--- src/rtl/core/hds_pkg.sv ---
package hds_pkg;

  // grid limits
  localparam int MAX_COLS = 1024;
  localparam int MAX_ROWS = 1024;
  localparam int COL_W    = $clog2(MAX_COLS);
  localparam int ROW_W    = $clog2(MAX_ROWS);
  localparam int SIZE_W   = 11;

  // datapath widths
  localparam int VAL_W     = 32;
  localparam int WGT_W     = 16;
  localparam int FRAC_W    = 16;
  localparam int CFG_IDX_W = 2;
  localparam int DIFF_W    = VAL_W + 3;
  localparam int PROD_W    = DIFF_W + WGT_W + 1;
  localparam int SUM_W     = PROD_W + 1;
  localparam int STEP_W    = SUM_W - FRAC_W;

  // register indexes
  localparam logic [CFG_IDX_W-1:0] REG_GRID_ROWS = 2'd0;
  localparam logic [CFG_IDX_W-1:0] REG_GRID_COLS = 2'd1;
  localparam logic [CFG_IDX_W-1:0] REG_WEIGHT_X  = 2'd2;
  localparam logic [CFG_IDX_W-1:0] REG_WEIGHT_Y  = 2'd3;

  // constants
  localparam logic [SIZE_W-1:0]        MIN_SIZE     = SIZE_W'(3);
  localparam logic [SIZE_W-1:0]        RESET_SIZE   = SIZE_W'(11);
  localparam logic [WGT_W-1:0]         RESET_WEIGHT = WGT_W'(1000);
  localparam logic [WGT_W:0]           HALF_WEIGHT  = (WGT_W + 1)'(32768);
  localparam logic signed [SUM_W-1:0]  ROUND_HALF   = SUM_W'(32768);

  typedef logic [COL_W-1:0]        col_t;
  typedef logic [ROW_W-1:0]        row_t;
  typedef logic signed [VAL_W-1:0] val_t;

  // column control from the sequencer to the line stores
  typedef struct packed {
    logic wr_en;
    col_t col;
    col_t col_nxt;
    logic bank;
    logic bank_nxt;
    logic row_end;
  } line_ctl_t;

  // neighbors of the cell in the row above the incoming one
  typedef struct packed {
    val_t left;
    val_t ctr;
    val_t right;
    val_t up;
  } taps_t;

  // operands of one request
  typedef struct packed {
    val_t left;
    val_t ctr;
    val_t right;
    val_t up;
    val_t down;
    logic inner;
    logic emit_a;
    logic emit_b;
    logic last;
    logic unst;
  } stencil_t;

  // weighted sum stage
  typedef struct packed {
    logic signed [SUM_W-1:0] sum;
    val_t ctr;
    val_t down;
    logic use_calc;
    logic emit_a;
    logic emit_b;
    logic last;
    logic unst;
  } sum_t;

  // finished results of one request
  typedef struct packed {
    val_t             new_a;
    logic [VAL_W-1:0] chg_a;
    val_t             down;
    logic             emit_a;
    logic             emit_b;
    logic             last;
    logic             unst;
  } result_t;

  // grid size clamped into [3, hi]
  function automatic logic [SIZE_W-1:0] clamp_size(input logic [SIZE_W-1:0] v,
                                                   input logic [SIZE_W-1:0] hi);
    logic [SIZE_W-1:0] r;
    r = v;
    if (v < MIN_SIZE) r = MIN_SIZE;
    else if (v > hi) r = hi;
    return r;
  endfunction

endpackage

--- src/rtl/core/hds_calc.sv ---
module hds_calc (
  input  logic                            clk,
  input  logic                            rst_n,
  input  logic                            s_valid,
  output logic                            s_ready,
  input  hds_pkg::stencil_t               s_data,
  input  logic [hds_pkg::WGT_W-1:0]       weight_x,
  input  logic [hds_pkg::WGT_W-1:0]       weight_y,
  output logic                            m_valid,
  output hds_pkg::result_t                m_data,
  input  logic                            m_pop
);

  hds_pkg::stencil_t p_r;
  hds_pkg::sum_t     q_r;
  hds_pkg::result_t  m_r;
  logic              p_valid_r;
  logic              q_valid_r;
  logic              m_valid_r;
  logic              m_free;
  logic              q_free;
  logic              p_free;

  logic signed [hds_pkg::DIFF_W-1:0] dv;
  logic signed [hds_pkg::DIFF_W-1:0] dh;
  logic signed [hds_pkg::WGT_W:0]    wx_s;
  logic signed [hds_pkg::WGT_W:0]    wy_s;
  logic signed [hds_pkg::PROD_W-1:0] prod_x;
  logic signed [hds_pkg::PROD_W-1:0] prod_y;
  hds_pkg::sum_t                     q_nxt;

  logic signed [hds_pkg::SUM_W-1:0]  rnd;
  logic signed [hds_pkg::STEP_W-1:0] step;
  logic signed [hds_pkg::STEP_W:0]   tot;
  hds_pkg::val_t                     sat_v;
  hds_pkg::val_t                     new_a;
  logic signed [hds_pkg::VAL_W:0]    diff;
  logic signed [hds_pkg::VAL_W:0]    diff_neg;
  hds_pkg::result_t                  m_nxt;

  // stall chain
  assign m_free  = !m_valid_r || m_pop;
  assign q_free  = !q_valid_r || m_free;
  assign p_free  = !p_valid_r || q_free;
  assign s_ready = p_free;

  // second differences and weighted sum at Q21.32
  always_comb begin
    dv = hds_pkg::DIFF_W'(p_r.up) + hds_pkg::DIFF_W'(p_r.down)
       - (hds_pkg::DIFF_W'(p_r.ctr) <<< 1);
    dh = hds_pkg::DIFF_W'(p_r.left) + hds_pkg::DIFF_W'(p_r.right)
       - (hds_pkg::DIFF_W'(p_r.ctr) <<< 1);
    wx_s   = $signed({1'b0, weight_x});
    wy_s   = $signed({1'b0, weight_y});
    prod_x = hds_pkg::PROD_W'(dv) * hds_pkg::PROD_W'(wx_s);
    prod_y = hds_pkg::PROD_W'(dh) * hds_pkg::PROD_W'(wy_s);
    q_nxt.sum      = hds_pkg::SUM_W'(prod_x) + hds_pkg::SUM_W'(prod_y);
    q_nxt.ctr      = p_r.ctr;
    q_nxt.down     = p_r.down;
    q_nxt.use_calc = p_r.inner && !p_r.unst;
    q_nxt.emit_a   = p_r.emit_a;
    q_nxt.emit_b   = p_r.emit_b;
    q_nxt.last     = p_r.last;
    q_nxt.unst     = p_r.unst;
  end

  // round to Q16.16, add, saturate, absolute change
  always_comb begin
    rnd  = q_r.sum + hds_pkg::ROUND_HALF;
    step = $signed(rnd[hds_pkg::SUM_W-1:hds_pkg::FRAC_W]);
    tot  = (hds_pkg::STEP_W + 1)'(q_r.ctr) + (hds_pkg::STEP_W + 1)'(step);
    if (tot[hds_pkg::STEP_W:hds_pkg::VAL_W-1] == '0 ||
        tot[hds_pkg::STEP_W:hds_pkg::VAL_W-1] == '1) begin
      sat_v = tot[hds_pkg::VAL_W-1:0];
    end else if (tot[hds_pkg::STEP_W]) begin
      sat_v = {1'b1, {(hds_pkg::VAL_W - 1){1'b0}}};
    end else begin
      sat_v = {1'b0, {(hds_pkg::VAL_W - 1){1'b1}}};
    end
    new_a    = q_r.use_calc ? sat_v : q_r.ctr;
    diff     = (hds_pkg::VAL_W + 1)'(new_a) - (hds_pkg::VAL_W + 1)'(q_r.ctr);
    diff_neg = -diff;
    m_nxt.new_a  = new_a;
    m_nxt.chg_a  = diff[hds_pkg::VAL_W] ? diff_neg[hds_pkg::VAL_W-1:0]
                                        : diff[hds_pkg::VAL_W-1:0];
    m_nxt.down   = q_r.down;
    m_nxt.emit_a = q_r.emit_a;
    m_nxt.emit_b = q_r.emit_b;
    m_nxt.last   = q_r.last;
    m_nxt.unst   = q_r.unst;
  end

  // stage valids
  always_ff @(posedge clk) begin
    if (!rst_n) begin
      p_valid_r <= 1'b0;
      q_valid_r <= 1'b0;
      m_valid_r <= 1'b0;
    end else begin
      if (p_free) p_valid_r <= s_valid;
      if (q_free) q_valid_r <= p_valid_r;
      if (m_free) m_valid_r <= q_valid_r;
    end
  end

  // stage payloads
  always_ff @(posedge clk) begin
    if (p_free) p_r <= s_data;
    if (q_free) q_r <= q_nxt;
    if (m_free) m_r <= m_nxt;
  end

  assign m_valid = m_valid_r;
  assign m_data  = m_r;

endmodule

--- config.mk ---
export PLATFORM = sky130hd
export DESIGN_NAME = hds_calc
export DESIGN_NICKNAME = d
export VERILOG_FILES = /design/src/rtl/core/hds_pkg.sv /design/src/rtl/core/hds_calc.sv
export SDC_FILE = /design/constraint.sdc
export NUM_CORES = 2
export LEC_CHECK = 0
export ABC_AREA = 1
export BUFFER_PORTS_ARGS = -buffer_cell sky130_fd_sc_hd__buf_2
export CORE_MARGIN = 10
export CORE_UTILIZATION = 35
export CTS_BUF_LIST = sky130_fd_sc_hd__clkbuf_2 sky130_fd_sc_hd__clkbuf_4 sky130_fd_sc_hd__clkbuf_8
export DETAILED_ROUTE_END_ITERATION = 8
export PLACE_DENSITY = 0.6
export SLEW_MARGIN = 20
export SYNTH_ARGS = -nofsm -noshare
export SYNTH_HDL_FRONTEND = slang
export SYNTH_SLANG_ARGS = --single-unit
--- constraint.sdc ---
create_clock -name clk -period 11.5 [get_ports clk]
set_input_delay 0.575 -clock clk [delete_from_list [all_inputs] [get_ports clk]]
set_output_delay 0.575 -clock clk [all_outputs]
set_load 0.01 [all_outputs]
## Yosys cells after proc, flatten, opt, wreduce, memory -nomap -nowiden

Cells that the tools add are included.

| word-level totals | value |
|---|---|
| RAM bits | 0 |
| flip-flop bits (word level) | 390 |
| bits in read-only memories | 0 |
| input bits | 201 |
| word-level logic and storage cells | 54 |
| memories kept | 0 |
| latch bits | 0 |

| cells by class | value |
|---|---|
| reductions and logical operators | 10 |
| bitwise logic cells | 0 |
| $add $sub $neg | 9 |
| multiply operators | 2 |
| eq/ne operators | 1 |
| muxes and demuxes | 4 |
| magnitude comparators | 0 |
| div/mod/pow operators | 0 |
| shift-type cells | 0 |

Operator list:

| kind | number |
|---|---|
| $mux 32 | 4 |
| $mul 34x17->51 | 2 |
| $sub 33x33->34 | 2 |
| $add 32x32->33 | 2 |
| $add 53x17->53 const B | 1 |
| $add 51x51->52 | 1 |
| $add 32x37->38 | 1 |
| $sub 32x32->33 | 1 |
| $neg 32->32 | 1 |
| $eq 7x7->1 const B | 1 |
| $logic_not 7->1 | 1 |
| $logic_not 1->1 | 4 |
| $logic_or 1x1->1 | 4 |
| $logic_and 1x1->1 | 1 |

## Depth between registers and ports, before layout

| depth | value |
|---|---|
| depth after elaboration | 9 |
| gate-level depth with buffers | 53 |
| mapped depth without buffers | 53 |

## Worst setup path before layout

Ideal clock, no wire load.

| path | value |
|---|---|
| path kind | reg-to-reg |
| start point | register p_r[103] in the netlist's numbering |
| end point | register q_r[120] in the netlist's numbering (data pin) |
| data required time | 11.247 ns |
| path buffers | 1 |
| stages on the path, launching flop included | 41 |
| arrival time | 8.335 ns |
| setup slack | 2.912 ns |
| clock period less this slack | 8.588 ns |
| cell sequence | edfxtp_1 fa_1 inv_1 ha_1 a21oi_1 o21ai_2 a21oi_2 o21a_2 inv_1 nand2_1 o211ai_1 nand2_1 nand2_1 or2_2 buf_2 nand2_2 nor2_1 fa_1 [5 not listed] inv_1 fa_1 fa_1 inv_1 fa_1 inv_1 ha_1 a21o_1 a31oi_1 o21ai_0 a21oi_1 nand3_1 nand2_1 nand2_1 a21oi_1 inv_1 nand3_1 nand2_1 |

RTL lines:

| element | line | RTL |
|---|---|---|
| start, declared | hds_calc.sv:14 | `hds_pkg::stencil_t p_r;` |
| start signal, assigned | hds_calc.sv:108 | `if (p_free) p_r <= s_data;` |
| end signal, assigned | hds_calc.sv:109 | `if (q_free) q_r <= q_nxt;` |
| end, declared | hds_calc.sv:15 | `hds_pkg::sum_t q_r;` |

==> impl_metrics.ini <==
[outcome]
status = completed

[routing]
drt_iter0_drc = 4238
met1_length_um = 95800
num_vias = 51000
first_pass_iters = 8
viasPerCell = 4.95
wl_met2_um = 112000
dr_wl_met3_um = 18600
routedWlPerCell_um = 23.2
ant_nets = 0
top_layer = met5
drc = 0
totalWireLength_um = 239000

[timing]
finalCriticalPeriod_ns = 11.04
fin_tns_setup_ns = 0
setup_violations = 0
tightest_slew_ns = 1.08
post-route-period-util = 0.960
rsz0062_at_grt = false
finClkSkew_ns = 0.0485
drv_slew = 0
hold_viol_final = 0
slew_headroom = 0.276
clock.fmax_ghz = 0.0906

[critical_path]
critPathCaptureType = register
cpMostUsedCell = fa_1
rrSetupSlack_ns = 0.46
arrival_ns = 11.52
r2r-start = p_r[102]
r2r_cells = 40
crit_type = reg2reg
cp_max_fo = 13
worst_setup_path_start_kind = register
worstReg2RegEnd = q_r[120]
worstPathRequired_ns = 11.99
crit_slowest_cell = edfxtp_1
cp_slowest_stage_delay_ns = 0.70

[global_routing]
antenna_found_initial = 22
grt_max_degree = 66
grt_pass1_wl_um = 354000
grt_pass1_vias = 54000
grt_usage = 0.240
gr-total-overflow = 0

[cells_and_area]
num-nets-final = 9624
drive_above_1_share = 0.0822
syn_to_final_growth_pct = 11.2

[synthesis]
yosysTopAreaCell = fa_1
syn-num-nets = 9189
synthDistinctLibCells = 63
syn_area_um2 = 63000
synth_edf_count = 371
syn_avg_cell_area_um2 = 8.44
synth-seq-cells = 374
synth-seq-area-share = 0.178
yosys_most_used_dff = edfxtp_1
synth_top_area_share = 0.379
synth_area_leaders = fa_1 (38%), edfxtp_1 (18%), inv_1 (12%)
yosys_warnings = 0
async_flop_share = 0
syn_inst = 7458

[floorplanning]
dieWidth_um = 444
rows = 155
initial_utilization = 0.352
dieHeight_um = 444
ios = 303
coreArea_um2 = 179000
fp.dieArea_um2 = 197000

[clock_tree]
clock-sinks = 374
cts_buffer_depth = 3
cts_buffers = 56
cts_tree = done
cts.htree.levels = 2
clock_latency_ns = 0.74
cts.clk_slew.worst_paths_ns = 0.08
cts_root_buf = clkbuf_8

[min_path]
hold_depth = 1
whs_endpoint = p_r[139]
holdCritPathClass = in2reg
min_from = s_data[139]

[placement]
gp_congestion = 1.03
placement.io_buffers = 302
dp.final_hpwl_um = 209000

[run]
cap_violations = 0
repair_timing:
action,4_1_cts,5_1_grt
resized for setup,0,1
setup buffers,0,4
endpoints found under the setup margin,0,2
endpoints found under the hold margin,121,0
hold buffers,121,0
cells in the mapped netlist, types with 6 or more instances:
master	n
xnor2_1	75
a31oi_1	18
clkbuf_1	118
o21ai_1	13
ha_1	338
nand3_2	9
nand2_2	24
nand4_1	54
nand2_1	1394
nor2_2	16
fa_1	1192
nor2_1	861
nand3_1	254
o31ai_1	6
o21ai_0	77
o21ai_2	6
nand3b_1	6
nor3_1	44
or2_2	49
inv_2	14
and3_1	6
nor4_1	7
buf_2	20
buf_6	7
clkinv_1	14
a21o_1	26
o21bai_1	15
inv_1	2041
a21oi_1	204
edfxtp_1	371
buf_1	6
nor3_2	6
o21a_1	9
xor2_1	96
worst max path at each step:
stage	start	end	slack [ns]	cells past startpoint
floorplan	p_r[103]	q_r[120]	2.91	40
global placement	p_r[103]	q_r[119]	0.60	43
detailed placement	p_r[103]	q_r[120]	0.63	38
CTS	p_r[103]	q_r[120]	0.57	38
global route	p_r[102]	q_r[120]	0.002	40
finish	p_r[102]	q_r[120]	0.46	40
stage by stage:
| step | cell area [µm²] | instances | setup WS [ns] | hold slack [ns] | util |
|---|---|---|---|---|---|
| floorplan | 63000 | 7458 | 2.91 | 0.400 | - |
| global placement | 67600 | 10100 | 0.602 | 0.401 | 0.378 |
| detailed placement | 67600 | 10100 | 0.628 | 0.405 | 0.378 |
| CTS | 70000 | 10300 | 0.565 | 0.000142 | 0.392 |
| global route | 70000 | 10300 | 0.00177 | 0.0276 | 0.392 |
| finish | 70000 | 10300 | 0.464 | 0.0459 | 0.392 |
flip-flops by register name (all words and copies together), names as in the netlist:
register and count:
p_r 165, m_nxt 36, m_valid 1, q_r 70, p_valid_r 1, q_valid_r 1
m_data 100
layout make-up:
type	count	area (µm²)
Antenna cell	6	15.0
Sequential cell	374	11200
Tap cell	2355	2950
Inverter	2069	7770
Clock buffer	66	846
Multi-Input combinational cell	4857	43300
Clock inverter	35	333
Timing Repair Buffer	535	3560
Fill cell	18200	109000
layout by cell type (no fill, tap or decap), drive strengths merged, types with 7 or more instances in the layout:
cell type	count
nor3	51
o21bai	16
nor4	7
inv	2058
nand3	264
a31oi	18
clkinv	39
fa	1192
a21boi	10
xnor2	77
o21a	10
nand3b	7
edfxtp	371
ha	338
nor2	877
a21o	26
xor2	101
dlygate4sd3	121
clkbuf	66
nand4	55
buf	414
a21oi	205
o21ai	96
nand2	1419
or2	50
metal layers:
metal	global-route usage	vias up
met3	0.0429	377
met4	0.0985	10
met2	0.398	2061
met5	0	-
li1	-	22800
met1	0.309	25700
critical path, delay by kind of cell (launching register included):
family / cells / cell delay (ns)
xor+xnor: 1 / 0.67
flops: 1 / 0.70
compound gates: 3 / 0.46
fa+ha+maj: 11 / 5.37
simple gates: 17 / 2.52
buf+inv: 8 / 1.07
cells by family (layout without fill, tap and decap cells):
group / Yosys count / count (layout) / share of synthesized area
simple gates: 2741 / 2741 / 0.178
buf+inv: 2227 / 2705 / 0.134
fa+ha+maj: 1530 / 1530 / 0.446
compound gates: 408 / 408 / 0.0373
flops: 374 / 374 / 0.178
xor+xnor: 178 / 178 / 0.0258
other cells: 0 / 6 / 0
Power is not shown: default switching activity piles up to over one toggle a cycle in this logic, so the estimate is an artifact.
